## src/sv/pacc_pkg.sv

```systemverilog
`timescale 1ns / 1ps
// ----------------------------------------------------------------------------
// pacc_pkg
// Shared types, fixed-point constants and rounding helper for the boost PFC
// average-current-mode controller.
// ----------------------------------------------------------------------------
package pacc_pkg;

    // Shared multiplier and divider widths
    localparam int MUL_W  = 34;
    localparam int PROD_W = 68;
    localparam int DIV_W  = 48;
    localparam int DVS_W  = 21;

    typedef logic signed [MUL_W-1:0]  opnd_t;
    typedef logic signed [PROD_W-1:0] prod_t;

    // Scaling and filter coefficients (Q16 gains, Q30 filter taps)
    localparam opnd_t GAIN_V = opnd_t'(140834);
    localparam opnd_t GAIN_I = opnd_t'(126547);
    localparam opnd_t LPF_A  = opnd_t'(1070854350);
    localparam opnd_t LPF_B  = opnd_t'(1443739);

    // Clamp bounds in internal Q16 formats
    localparam prod_t VDC_LIM   = prod_t'(576716800);   // 8800 * 2^16
    localparam prod_t AMP_MAX   = prod_t'(369098752);   // 22 A * 256 * 2^16
    localparam prod_t ERR_MAX   = prod_t'(64'sd2147483647);
    localparam prod_t ERR_MIN   = prod_t'(-64'sd2147483648);

    // Configuration register indexes
    localparam logic [2:0] REG_VDC_REF   = 3'd0;
    localparam logic [2:0] REG_AC_CREST  = 3'd1;
    localparam logic [2:0] REG_VGAINS    = 3'd2;
    localparam logic [2:0] REG_IGAINS    = 3'd3;
    localparam logic [2:0] REG_LIMIT     = 3'd4;
    localparam logic [2:0] REG_PERIOD    = 3'd5;
    localparam logic [2:0] REG_OFFSETS   = 3'd6;

    // Divider request
    typedef struct packed {
        logic             start;
        logic [DIV_W-1:0] dividend;
        logic [DVS_W-1:0] divisor;
    } div_req_t;

    // Arithmetic shift right by n, rounding half away from zero
    function automatic prod_t rnd_shift(input prod_t x, input int n);
        prod_t h;
        h = prod_t'(1) <<< (n - 1);
        if (x < 0)
            return (x + h - prod_t'(1)) >>> n;
        else
            return (x + h) >>> n;
    endfunction

endpackage

```

## src/sv/pacc_mul.sv

```systemverilog
`timescale 1ns / 1ps
// ----------------------------------------------------------------------------
// pacc_mul
// Shared signed multiplier with a registered product, loaded on enable.
// ----------------------------------------------------------------------------
module pacc_mul
(
    input  logic            clk,
    input  logic            en,
    input  pacc_pkg::opnd_t a,
    input  pacc_pkg::opnd_t b,
    output pacc_pkg::prod_t p
);

    pacc_pkg::prod_t p_reg;
    pacc_pkg::prod_t p_next;

    // Multiply full width
    always_comb
    begin
        p_next = pacc_pkg::prod_t'(a) * pacc_pkg::prod_t'(b);
    end

    // Hold product until the next issue
    always_ff @(posedge clk)
    begin
        if (en)
        begin
            p_reg <= p_next;
        end
    end

    assign p = p_reg;

endmodule

```

## config.mk

```make
export PLATFORM = sky130hd
export DESIGN_NAME = pacc_mul
export DESIGN_NICKNAME = d
export VERILOG_FILES = /design/src/sv/pacc_pkg.sv /design/src/sv/pacc_mul.sv
export SDC_FILE = /design/constraint.sdc
export NUM_CORES = 2
export LEC_CHECK = 0
export BUFFER_PORTS_ARGS = -buffer_cell sky130_fd_sc_hd__buf_2
export CAP_MARGIN = 10
export CORE_ASPECT_RATIO = 0.6
export CORE_UTILIZATION = 35
export CTS_CLUSTER_SIZE = 12
export DETAILED_ROUTE_END_ITERATION = 12
export PLACE_DENSITY = 0.57
export SLEW_MARGIN = 20
export SYNTH_ARGS = -nofsm -noshare
export SYNTH_HDL_FRONTEND = slang
export SYNTH_SLANG_ARGS = --single-unit
```

## constraint.sdc

```tcl
create_clock -name clk -period 10.92 [get_ports clk]
set_clock_uncertainty 0.2 [all_clocks]
set_input_delay 2.184 -clock clk [delete_from_list [all_inputs] [get_ports clk]]
set_output_delay 2.184 -clock clk [all_outputs]
set_load 0.03 [all_outputs]
```

==> implementation parameters <==
Parameter                              Value

Drt
  Detailed Route WL    133100 um
  Via density per instance    4.845
  Number of remaining DRC errors    0
  DRC marker count from the first detailed-route iteration    2934
  Average wire per cell in the routed design    21.13 um
  DRT antenna net count    0
  Pre-Repair DR Iteration Count    6
  Via total after detailed routing    30510

STA
  Pin slew with the least headroom to its limit    1.048 ns
  Normalized max-slew margin    30.13%
  Post-route clock period utilization    94.07%
  Setup repair after global routing missed its margin    no
  Period minus WS final    10.27 ns
  Worst-case hold slack    2.282 ns
  Pins over their slew limit    0
  Highest attainable clock frequency    97.35 MHz
  Final-report hold violation count    0
  Accumulated negative setup slack    0 ns
  Setup violation total in the final timing report    0

Finish
  Final-layout fill cell count    12530
  Area of all sequential standard cells    2042 um2
  Layout area overhead    6.989%
  Flip-flop count of the largest register, all copies and words added    68
  Share of the core filled with cells    37.79%
  Share of post-route cells with drive strength above 1    6.352%
  Number of nets in the finished design    6123
  Total area of multi-input combinational cells    36250 um2
  Post-layout instance count excluding filler cells    6298

Placed design
  Final HPWL from detailed placement    115800 um
  Placer Congestion    0.8904
  Number of buffer cells added on primary ports    137
  Number of placed instances, taps included    6280

Die
  Row cnt    100
  Die outline height    276.2 um
  Initial standard-cell utilization of the core    35.33%
  Area inside the core boundary    124100 um2
  Die Width    458.9 um
  Total Die Area    126700 um2
  Count of boundary I/O pins    138

Critical path
  Highest-delay cell along the critical path    sky130_fd_sc_hd__fa_1
  Data arrival, critical path    10.20 ns
  Delay-heaviest family, CP    adder cells
  Cell repeated most along the worst path    sky130_fd_sc_hd__fa_1
  Required time at the worst-slack endpoint    10.85 ns
  Worst-path fanout max    34
  Buffers and inverters on the worst path    3
  Classification of the worst setup path    in2reg
  Worst setup SP type    input pin
  Chain of cells forming the critical path    buf_2 -> nand2_1 -> fa_1 -> fa_1 -> buf_4 -> inv_1 -> fa_1 -> fa_1 -> fa_1 -> fa_1 -> fa_1 -> fa_1 -> ha_1 -> a21oi_1 -> nor2b_1 -> o21ai_0 -> nand2b_1 -> a21o_1 -> a221o_1 -> a2111oi_0 -> a211oi_1
  CP max stage delay    0.90 ns
  Type of destination of the critical path    flop

Global routing
  Met3 layer usage reported by global route    7.948%
  Global routing met2 resource utilization    26.20%
  Total grt overflow    0
  Grt peak-use layer    met1
  Largest net degree at the start of global routing    69
  Global-route wire length before repair    211100 um
  Initial antenna violation count    10
  Overall track demand over capacity in global routing    22.17%
  Met1 Usage GRT    37.68%
  Via count of the first global-routing pass    32630

Yosys
  Share of synthesized flip-flops with an asynchronous set or reset    0%
  Number of synthesized flops with an enable pin    68
  Post-synthesis compound-gate area fraction    3.356%
  Yosys warning count    0
  Number of register bits inferred by synthesis    68
  Post-synthesis adder-cell area fraction    62.48%
  Dominant cell type by area after synthesis    sky130_fd_sc_hd__fa_1
  Primary FF master, synth    sky130_fd_sc_hd__edfxtp_1
  Sequential element share of the synthesized area    4.657%
  Number of nets produced by synthesis    6093
  Area fraction in and, or, nand and nor cells after synthesis    15.30%
  Multiplexer fraction of the synthesized cell area    0%
  Largest family of logic cells by synthesized area    adder cells
  Post-synth top area share    56.66%
  Post-synthesis instance total    4578
  Xor/xnor share of the synthesized area    1.538%
  Netlist cell types    73
  Avg Inst Size Synth    9.578 um2
  Mapped Area    43850 um2
  Cells taking the most area after synthesis    sky130_fd_sc_hd__fa_1 57%, sky130_fd_sc_hd__inv_1 11%, sky130_fd_sc_hd__and2_1 8.9%, sky130_fd_sc_hd__ha_1 5.8%, sky130_fd_sc_hd__nand2_1 4.7%

CTS
  Post-cts sizing count    0
  Clock slew seen by the registers of the worst setup and hold paths    0.07 ns
  CTS root buf    sky130_fd_sc_hd__clkbuf_16
  CTS tree    built
  TritonCTS Buffers    9
  CTS H-Tree Depth    3
  Maximum root-to-sink buffer count    2
  CTS sink cnt    68
  Buffers inserted by post-CTS timing repair    0
  Hold-fix buffers, CTS    0

Outcome
  Result of the run    completed

Job
  Max_cap viols    0

Worst hold path
  Hold WC Path Type    in2reg
[per-stage QoR]
stage               cell area [um2]  setup WS, ns
CTS                           46910        0.7287
global placement              46610        0.3474
floorplan                     43850         1.016
detailed placement            46610        0.3311
finish                        46910        0.6473
global route                  46910        0.3026
[cell families (layout without fill, tap and decap cells)]
kind of cell | after synthesis | in the layout
XOR/XNOR | 77 | 77
other | 0 | 2
adder cells (fa/ha/maj) | 1445 | 1445
AO/OA/AOI/OAI | 211 | 211
buffers and inverters | 1467 | 1502
AND/OR/NAND/NOR | 1310 | 1310
flip-flops | 68 | 68
[worst min-delay path: stages]
cell and delay (ns):
sky130_fd_sc_hd__buf_2 0.15, sky130_fd_sc_hd__buf_4 0.22, sky130_fd_sc_hd__and2_1 0.15
[metal layers]
layer  wire, um  vias up
met4       1318        4
met5         27        -
met2      46430     1484
li1           -    13020
met3      18140       68
met1      67170    15940
[cell type report]
type	count	share of cell area, %
well taps	1683	4.489
clock inverters	6	0.1387
repair buffers	250	3.355
clock buffers	10	0.4881
flip-flops and latches	68	4.353
inverters	1236	9.890
diodes	2	0.01067
multi-input cells	3043	77.28
[final timing paths]
check             endpoint  slack (ns)  cells past startpoint  start
hold / removal        p[0]        2.28                      3   b[0]
setup / recovery     p[66]        0.65                     21  b[13]
[cell usage in the layout, fill, tap and decap left out, types with 6 or more instances in the layout]
cell                        Yosys  final
sky130_fd_sc_hd__xor2_1        20     20
sky130_fd_sc_hd__nor2_1        53     53
sky130_fd_sc_hd__nor3_1        10     10
sky130_fd_sc_hd__o21ai_1        7      7
sky130_fd_sc_hd__buf_2          7    136
sky130_fd_sc_hd__a21oi_1       54     54
sky130_fd_sc_hd__and3_1         9      9
sky130_fd_sc_hd__o21a_1         6      6
sky130_fd_sc_hd__nand2_1      550    550
sky130_fd_sc_hd__nand2b_1      14     14
sky130_fd_sc_hd__nand4_1       14     14
sky130_fd_sc_hd__nand3_1        8      8
sky130_fd_sc_hd__fa_1        1241   1241
sky130_fd_sc_hd__edfxtp_1      68     68
sky130_fd_sc_hd__o21ai_0       27     27
sky130_fd_sc_hd__o21bai_1      13     13
sky130_fd_sc_hd__xnor2_1       57     57
sky130_fd_sc_hd__o211ai_1       8      8
sky130_fd_sc_hd__and2_1       625    625
sky130_fd_sc_hd__clkbuf_16      0      9
sky130_fd_sc_hd__a21o_1        37     37
sky130_fd_sc_hd__a211oi_1       7      7
sky130_fd_sc_hd__nor2b_1        7      7
sky130_fd_sc_hd__buf_4          0    111
sky130_fd_sc_hd__inv_1       1235   1235
sky130_fd_sc_hd__a31oi_1        7      7
sky130_fd_sc_hd__ha_1         204    204
[synth_stat cells (8+ instances only)]
| cell type | number |
|---|---|
| sky130_fd_sc_hd__o21ai_0 | 27 |
| sky130_fd_sc_hd__ha_1 | 204 |
| sky130_fd_sc_hd__inv_1 | 1235 |
| sky130_fd_sc_hd__fa_1 | 1241 |
| sky130_fd_sc_hd__nor3_1 | 10 |
| sky130_fd_sc_hd__xor2_1 | 20 |
| sky130_fd_sc_hd__nand4_1 | 14 |
| sky130_fd_sc_hd__edfxtp_1 | 68 |
| sky130_fd_sc_hd__nand2b_1 | 14 |
| sky130_fd_sc_hd__o21bai_1 | 13 |
| sky130_fd_sc_hd__nand3_1 | 8 |
| sky130_fd_sc_hd__nand2_1 | 550 |
| sky130_fd_sc_hd__o211ai_1 | 8 |
| sky130_fd_sc_hd__xnor2_1 | 57 |
| sky130_fd_sc_hd__and3_1 | 9 |
| sky130_fd_sc_hd__and2_1 | 625 |
| sky130_fd_sc_hd__a21oi_1 | 54 |
| sky130_fd_sc_hd__clkbuf_1 | 216 |
| sky130_fd_sc_hd__nor2_1 | 53 |
| sky130_fd_sc_hd__a21o_1 | 37 |
Power is not shown: default switching activity piles up to over one toggle a cycle in this logic, so the estimate is an artifact.
