`src/sv/pacc_pkg.sv`:
```
`timescale 1ns / 1ps
// ----------------------------------------------------------------------------
// pacc_pkg
// Shared types, fixed-point constants and rounding helper for the boost PFC
// average-current-mode controller.
// ----------------------------------------------------------------------------
package pacc_pkg;

    // Shared multiplier and divider widths
    localparam int MUL_W  = 34;
    localparam int PROD_W = 68;
    localparam int DIV_W  = 48;
    localparam int DVS_W  = 21;

    typedef logic signed [MUL_W-1:0]  opnd_t;
    typedef logic signed [PROD_W-1:0] prod_t;

    // Scaling and filter coefficients (Q16 gains, Q30 filter taps)
    localparam opnd_t GAIN_V = opnd_t'(140834);
    localparam opnd_t GAIN_I = opnd_t'(126547);
    localparam opnd_t LPF_A  = opnd_t'(1070854350);
    localparam opnd_t LPF_B  = opnd_t'(1443739);

    // Clamp bounds in internal Q16 formats
    localparam prod_t VDC_LIM   = prod_t'(576716800);   // 8800 * 2^16
    localparam prod_t AMP_MAX   = prod_t'(369098752);   // 22 A * 256 * 2^16
    localparam prod_t ERR_MAX   = prod_t'(64'sd2147483647);
    localparam prod_t ERR_MIN   = prod_t'(-64'sd2147483648);

    // Configuration register indexes
    localparam logic [2:0] REG_VDC_REF   = 3'd0;
    localparam logic [2:0] REG_AC_CREST  = 3'd1;
    localparam logic [2:0] REG_VGAINS    = 3'd2;
    localparam logic [2:0] REG_IGAINS    = 3'd3;
    localparam logic [2:0] REG_LIMIT     = 3'd4;
    localparam logic [2:0] REG_PERIOD    = 3'd5;
    localparam logic [2:0] REG_OFFSETS   = 3'd6;

    // Divider request
    typedef struct packed {
        logic             start;
        logic [DIV_W-1:0] dividend;
        logic [DVS_W-1:0] divisor;
    } div_req_t;

    // Arithmetic shift right by n, rounding half away from zero
    function automatic prod_t rnd_shift(input prod_t x, input int n);
        prod_t h;
        h = prod_t'(1) <<< (n - 1);
        if (x < 0)
            return (x + h - prod_t'(1)) >>> n;
        else
            return (x + h) >>> n;
    endfunction

endpackage

```
`src/sv/pacc_div.sv`:
```
`timescale 1ns / 1ps
// ----------------------------------------------------------------------------
// pacc_div
// Unsigned restoring divider, one quotient bit per cycle.
// ----------------------------------------------------------------------------
module pacc_div
(
    input  logic                       clk,
    input  logic                       rst_n,
    input  pacc_pkg::div_req_t         req,
    output logic                       done,
    output logic [pacc_pkg::DIV_W-1:0] quotient
);

    localparam int CNT_W = $clog2(pacc_pkg::DIV_W);

    logic [pacc_pkg::DVS_W-1:0] rem_reg, rem_next;
    logic [pacc_pkg::DIV_W-1:0] quo_reg, quo_next;
    logic [pacc_pkg::DVS_W-1:0] dvs_reg, dvs_next;
    logic [CNT_W-1:0]           cnt_reg, cnt_next;
    logic                       busy_reg, busy_next;
    logic                       done_reg, done_next;
    logic [pacc_pkg::DVS_W:0]   trial;

    // Shift in one dividend bit, subtract when it fits
    always_comb
    begin
        rem_next  = rem_reg;
        quo_next  = quo_reg;
        dvs_next  = dvs_reg;
        cnt_next  = cnt_reg;
        busy_next = busy_reg;
        done_next = 1'b0;
        trial     = {rem_reg, quo_reg[pacc_pkg::DIV_W-1]};
        if (req.start)
        begin
            rem_next  = '0;
            quo_next  = req.dividend;
            dvs_next  = req.divisor;
            cnt_next  = '0;
            busy_next = 1'b1;
        end
        else if (busy_reg)
        begin
            if (trial >= {1'b0, dvs_reg})
            begin
                rem_next = pacc_pkg::DVS_W'(trial - {1'b0, dvs_reg});
                quo_next = {quo_reg[pacc_pkg::DIV_W-2:0], 1'b1};
            end
            else
            begin
                rem_next = trial[pacc_pkg::DVS_W-1:0];
                quo_next = {quo_reg[pacc_pkg::DIV_W-2:0], 1'b0};
            end
            cnt_next = cnt_reg + CNT_W'(1);
            if (cnt_reg == CNT_W'(pacc_pkg::DIV_W - 1))
            begin
                busy_next = 1'b0;
                done_next = 1'b1;
            end
        end
    end

    // Control state
    always_ff @(posedge clk or negedge rst_n)
    begin
        if (!rst_n)
        begin
            busy_reg <= 1'b0;
            done_reg <= 1'b0;
            cnt_reg  <= '0;
        end
        else
        begin
            busy_reg <= busy_next;
            done_reg <= done_next;
            cnt_reg  <= cnt_next;
        end
    end

    // Datapath
    always_ff @(posedge clk)
    begin
        rem_reg <= rem_next;
        quo_reg <= quo_next;
        dvs_reg <= dvs_next;
    end

    assign done     = done_reg;
    assign quotient = quo_reg;

endmodule
```
`config.mk`:
```
export PLATFORM = sky130hd
export DESIGN_NAME = pacc_div
export DESIGN_NICKNAME = d
export VERILOG_FILES = /design/src/sv/pacc_pkg.sv /design/src/sv/pacc_div.sv
export SDC_FILE = /design/constraint.sdc
export NUM_CORES = 1
export LEC_CHECK = 0
export ABC_AREA = 1
export BUFFER_PORTS_ARGS = -buffer_cell sky130_fd_sc_hd__buf_4
export CAP_MARGIN = 20
export CORE_MARGIN = 3
export CORE_UTILIZATION = 49
export CTS_CLUSTER_DIAMETER = 120
export DETAILED_ROUTE_END_ITERATION = 8
export PLACE_DENSITY = 0.78
export SLEW_MARGIN = 20
export SYNTH_ARGS = -nofsm -noshare
export SYNTH_HDL_FRONTEND = slang
export SYNTH_SLANG_ARGS = --single-unit
```
`constraint.sdc`:
```
create_clock -name clk -period 3.1 [get_ports clk]
set_input_delay 0 -clock clk [delete_from_list [all_inputs] [get_ports clk]]
set_output_delay 0 -clock clk [all_outputs]
set_load 0.01 [all_outputs]
```
==> qor.csv, run 1 <==
metric,value,unit
drtIter0Drc,324,
critical_path_required,3.38,ns
r2r_cells,13,
nets,1003,
r2r_setup_slack,0.67,ns
start_util,0.511,
synth_edf_count,69,
path_depth,13,
hold_viol_final,0,
antenna_left,0,
cp-start-kind,flip-flop,
path_clk_slew,0.07,ns
crit_path_max_incr_delay,0.44,ns
wl_per_cell,14.3,microns
rr_endpoint,rem_reg[3],
drc,0,
cp_data_arrival_time,2.71,ns
maxCapViolCount,0,
synth_area_leaders,"edfxtp_1, nand2_1, dfxtp_1",
fin_tns_setup,0,ns
p_sw_frac,0.370,
num_io_pins,121,
numCtsBuffers,9,
grt_pass1_wl,25200,microns
syn_to_final_growth,34.9,%
worst-path-max-fanout,24,
p_seq_frac,0.360,
path_cells,inv_1 > ha_1 > inv_1 > fa_1 > nand2_1 > nand3_2 > nand2_2 > nand2_2 > nand2_4 > nand2_4 > nand2_1 > nand3_1 > o21ai_1,
largest_reg_flops,48,
p_leak,3.91,nW
track_usage,0.243,
num_vias,5397,
slew_viol_final,0,
netlist.area_leader.share,0.366,
syn_area,5660,sq um
ys_seq_area_frac,0.476,
avgViaCountPerCell,5.13,
drive_above_1_share,0.194,
power.ir.vdd_worst,0.000372,V
antenna_found_initial,0,
post_cts_buffers,0,
gp_congestion,1.01,
p_per_area,628,nW/um^2
synth-main-ff-cell,edfxtp_1,
synth_nets,819,
crit_type,reg2reg,
path_buf_inv,2,
dpl_cell_area,6640,sq um
endpoint_kind,flip-flop,
dp_hpwl,9440,microns
grt_pass1_vias,5461,
drt_wl_total,15100,microns
drt-pass1-iter-count,7,
max_slew_margin,0.361,
period_share,0.783,
fin_area,7630,sq um
worstMarginPinSlew,0.957,ns
ys_warn_count,0,
cts.repair.resized,0,
synth_common_cells,"nand2_1, inv_1, edfxtp_1, nand3_1, nor2_1",
power_switching,0.00178,W
p_comb_frac,0.402,
yosys_register_bits,98,
rr_startpoint,quotient[47],
postSynthAreaPerCell,7.81,sq um
cts.sinks,98,
p_clk_frac,0.239,
synth_most_common_cell,nand2_1,
cts_tree,done,
worst_hold_slack,0.00795,ns
critPathTopFamily,simple AND/OR/NAND/NOR gates,
synthArstFlopShare,0.0816,
fmax,412,MHz
crit_slowest_cell,fa_1,
synth_top_area_cell,edfxtp_1,
htree_levels,3,
status,"finished, final reports clean",
yosysUniqueCellTypes,38,
gr-total-overflow,0,
utilization,0.689,
startpoint,quotient[47],
rsz0062_at_grt,no,
setup_viol,0,
fp.coreArea,11100,sq um
clk_latency,0.36,ns
clockRootBuffer,clkbuf_16,
io_buffer_count,120,
die_w,113,microns
fin_skew,0.0103,ns
die_area,12900,sq um
period_minus_slack,2.43,ns
antenna_cells,0,
p_int,0.00302,W
rows,38,
hold_class,in2async,
fp.dieH,113,microns
clk_path_buf_depth,2,
syn_inst,724,
grt_start_max_net_pins,73,
-- final cells by class --
cell class	count	area, sq um
clock buffer	9	225
multi-input combinational	506	2470
sequential	98	2690
fill	831	3450
clock inverter	7	75.1
tap	140	175
timing repair buffer	193	1620
inverter	100	375
-- what timing repair did --
| item | in CTS | in global routing |
|---|---|---|
| setup endpoints to repair | 0 | 0 |
| hold endpoints to repair | 76 | 0 |
| hold buffers | 69 | 0 |
-- through the flow --
step	total power [W]	setup slack, ns	instances
after global placement	0.00352	0.800	968
after detailed placement	0.00357	0.685	968
after CTS	0.00478	0.657	1053
after floorplan	0.00313	1.06	724
final	0.00479	0.674	1053
after global routing	0.00513	0.427	1053
-- worst max path at each step --
stage	endpoint
after detailed placement	rem_reg[7]
after CTS	rem_reg[3]
final	rem_reg[3]
after global placement	rem_reg[10]
after floorplan	rem_reg[7]
after global routing	rem_reg[0]
-- routing by layer --
metal	GRT usage	part of all wire
met5	0	0
met4	0.116	0.036
met3	0.0610	0.069
met2	0.403	0.48
met1	0.297	0.41
-- worst reg2reg max path, cell delays in order (launching register included) --
cell,delay [ns]
edfxtp_1,0.39
inv_1,0.09
ha_1,0.14
inv_1,0.07
fa_1,0.44
nand2_1,0.11
nand3_2,0.10
nand2_2,0.10
nand2_2,0.08
nand2_4,0.26
nand2_4,0.27
nand2_1,0.12
nand3_1,0.07
o21ai_1,0.12
-- layout by cell type (no fill, tap or decap), drive strengths merged --
cell and instances:
a21oi 16, a22o 1, a31oi 1, and2 1
buf 124, bufinv 1, clkbuf 9, clkinv 3
dfrtp 8, dfxtp 21, dlygate4sd3 69, edfxtp 69
fa 1, ha 22, inv 103, nand2 320
nand3 63, nand3b 11, nand4 3, nor2 39
nor3 5, nor4b 1, o21a 1, o21ai 11
o21bai 1, or2 1, xnor2 7, xor2 1
-- power groups by stage --
| stage | Sequential, W | Clock (W) | Combinational [W] |
|---|---|---|---|
| after floorplan | 0.00175 | 0 | 0.00139 |
| after global placement | 0.00174 | 0 | 0.00178 |
| after detailed placement | 0.00174 | 0 | 0.00182 |
| after CTS | 0.00172 | 0.00116 | 0.00190 |
| after global routing | 0.00175 | 0.00121 | 0.00217 |
| final | 0.00172 | 0.00114 | 0.00193 |
-- cells by family after synthesis --
kind of cell	Yosys count	synth area share
AND/OR/NAND/NOR	444	0.341
adder cells (fa/ha/maj)	23	0.0522
XOR/XNOR	8	0.0124
buffers and inverters	120	0.0885
flip-flops	98	0.476
AO/OA/AOI/OAI	31	0.0299
Power figures use the tool's default switching activity.
==> run 2, diff against run 1 <==
ABC_AREA = 0   (was 1)
PLACE_DENSITY = 0.79   (was 0.78)
clock period = 2.5 ns   (was 3.1 ns; I/O delays follow)
==> qor.csv, run 2 <==
metric,value,unit,change
track_usage,0.247,,+0.00425
crit_type,reg2reg,,
stdcell_count,798,,-24%
drive_above_1_share,0.378,,+0.184
p_sw_frac,0.365,,-0.00518
p_leak,3.19,nW,-18%
antenna_left,0,,unchanged
hold_end,dvs_reg[9],,
syn_area,5260,sq um,-7.1%
max_slew_margin,0.598,,+0.237
antenna_found_initial,0,,unchanged
hold_depth,1,,
fp.dieH,110,microns,-3.4%
setup_viol,14,,+14
crit_path_max_incr_delay,0.42,ns,-0.02 ns
drt_wl_total,14600,microns,-3.2%
synth_common_cells,"edfxtp_1, mux2_2, inv_1, nor2_1, a21oi_1",,
power.ir.vdd_worst,0.000646,V,+74%
drt-pass1-iter-count,5,,-2
period_share,1.05,,+0.263
clockRootBuffer,clkbuf_8,,
syn_to_final_growth,41.8,%,
p_per_area,819,nW/um^2,+30%
fin_ws,-0.114,ns,-0.788 ns
utilization,0.719,,+0.0298
p_seq_frac,0.367,,+0.007
synth_most_common_cell,edfxtp_1,,
syn_inst,446,,-38%
gp_congestion,0.903,,-11%
num_vias,4401,,-18%
maxCapViolCount,0,,unchanged
clk_path_buf_depth,2,,unchanged
grt_start_max_net_pins,49,,-33%
grt_pass1_vias,4474,,-18%
critical_path_required,2.64,ns,-0.74 ns
synth_top_area_cell,edfxtp_1,,
fmax,383,MHz,-7.2%
cp-start-kind,flip-flop,,
avgViaCountPerCell,5.52,,+7.6%
violations,setup timing,,
synth_nets,541,,-34%
synth_edf_count,69,,unchanged
endpoint_kind,flip-flop,,
hold_class,in2reg,,
grt_pass1_wl,22500,microns,-11%
synth-main-ff-cell,edfxtp_1,,
min-delay-start,req[69],,
htree_levels,3,,unchanged
io_buffer_count,120,,unchanged
synthArstFlopShare,0.0816,,unchanged
netlist.area_leader.share,0.394,,+0.0281
worstMarginPinSlew,0.603,ns,-0.354 ns
wl_per_cell,18.3,microns,+28%
cp_data_arrival_time,2.75,ns,+0.04 ns
gr-total-overflow,0,,unchanged
ys_seq_area_frac,0.512,,+0.0365
final_cell_mix,"buf_4, dlygate4sd3_1, edfxtp_1, mux2_2, nor2_1",,
period_minus_slack,2.61,ns,+0.188 ns
path_cells,inv_2 > ha_4 > inv_2 > fa_2 > a21oi_2 > o21ai_2 > o2111ai_2 > a31oi_2 > or3_4 > buf_6 > mux2_2,,
synth_area_leaders,"edfxtp_1, mux2_2, dfxtp_1",,
fp.coreArea,10400,sq um,-6.4%
fill_cells,673,,-19%
antenna_cells,0,,unchanged
finalPower,0.00610,W,+27%
numCtsBuffers,9,,unchanged
drc,0,,unchanged
rows,37,,-2.6%
clk_latency,0.38,ns,+0.02 ns
ys_warn_count,0,,unchanged
placed_cells,705,,-27%
yosys_register_bits,98,,unchanged
final_common_cell,buf_4,,
p_int,0.00388,W,+28%
status,"complete, but fails checks",,
die_w,110,microns,-3.4%
r2r_setup_slack,-0.11,ns,-0.79 ns
nets,752,,-25%
die_area,12000,sq um,-6.7%
fin_skew,0.0119,ns,+0.00157 ns
cp_common_cell,inv_2,,
slew_viol_final,0,,unchanged
cts.sinks,98,,unchanged
power_switching,0.00223,W,+26%
num_io_pins,121,,unchanged
largest_reg_flops,48,,unchanged
start_util,0.507,,-0.00397
r2r_cells,11,,-2
p_clk_frac,0.171,,-0.068
rsz0062_at_grt,yes,,
dp_hpwl,9250,microns,-2.0%
cts_tree,done,,
postSynthAreaPerCell,11.8,sq um,+51%
path_clk_slew,0.10,ns,+0.03 ns
yosysUniqueCellTypes,62,,+63%
drtIter0Drc,269,,-17%
rr_startpoint,quotient[47],,
rr_endpoint,quotient[0],,
hold_viol_final,0,,unchanged
worst-path-max-fanout,5,,-79%
p_comb_frac,0.462,,+0.060
crit_slowest_cell,edfxtp_1,,
## run 2: cell types whose count changed in the layout (fill, tap and decap cells not counted), moves of 10 or more
cell and change:
mux2_2 +49, nand3b_1 -11, buf_4 +26, a21o_1 +10, inv_1 -67, nand2_1 -292
o21ai_0 +11, mux2i_1 +11, nand3_1 -44, nand3_2 -13
## run 2: timing repair
| action | 4_1_cts | 5_1_grt |
|---|---|---|
| endpoints found under the hold margin | 77 | 0 |
| gates resized for setup | 3 | 23 |
| pin swaps | 7 | 9 |
| endpoints found under the setup margin | 22 | 22 |
| setup buffers | 1 | 5 |
| hold buffers | 71 | 0 |
| gates cloned | 0 | 0 |
## run 2: critical path, delay by kind of cell (launching register included)
kind            cells  cell delay, ns
compound gates      4            0.60
fa+ha+maj           2            0.47
flops               1            0.42
simple gates        1            0.36
buf+inv             3            0.27
mux                 1            0.26
## run 2: through the flow
stage                     setup WS (ns)  cell area [sq um]  setup TNS (ns)  hold slack [ns]
after detailed placement         -0.167               6390           -2.09           -0.177
after global placement          -0.0940               6390          -0.401           -0.179
after floorplan                  -0.221               5260          -0.825           -0.296
final                            -0.114               7450          -0.665            0.123
after CTS                        -0.142               7320           -1.70            0.111
after global routing             -0.260               7450           -3.57            0.140
## run 2: power by group through the flow
stage	logic (W)	registers [W]	clock network [W]
floorplan	0.00170	0.00224	0
global placement	0.00237	0.00224	0
detailed placement	0.00244	0.00225	0
CTS	0.00257	0.00222	0.00105
global route	0.00305	0.00227	0.00112
finish	0.00282	0.00224	0.00104
## run 2: cells by family after synthesis
logic type	count (synthesis)	share of synthesized area
AOI/OAI and AO/OA	107	0.146
xor gates and xnor gates	16	0.0267
adders and majority gates	23	0.0562
buffers and inverters	55	0.0507
DFF	98	0.512
muxes	61	0.128
and+or+nand+nor	86	0.0802
## run 2: final cells by class
type | instances | area [sq um] | share of cell area
Sequential cell | 98 | 2690 | 0.361
Multi-Input combinational cell | 293 | 2390 | 0.320
Timing Repair Buffer | 226 | 1900 | 0.255
Tap cell | 136 | 170 | 0.0228
Clock buffer | 10 | 149 | 0.0200
Inverter | 29 | 109 | 0.0146
Clock inverter | 6 | 43.8 | 0.00588
## run 2: layer usage
layer / up-vias / track usage / routed length, microns
li1: 2081 / - / -
met1: 2109 / 0.296 / 5780
met2: 180 / 0.425 / 7390
met3: 31 / 0.0728 / 1080
met4: 0 / 0.0819 / 371
met5: - / 0 / 0
## run 2: worst max path at each step
stage	start	end	slack, ns	cells after the start
2_1_floorplan	quotient[47]	quotient[0]	-0.22	12
3_5_place_dp	quotient[47]	rem_reg[3]	-0.17	12
6_report	quotient[47]	quotient[0]	-0.11	11
3_3_place_gp	quotient[47]	quotient[0]	-0.09	11
4_1_cts	quotient[47]	quotient[0]	-0.14	11
5_1_grt	dvs_reg[1]	rem_reg[17]	-0.26	9
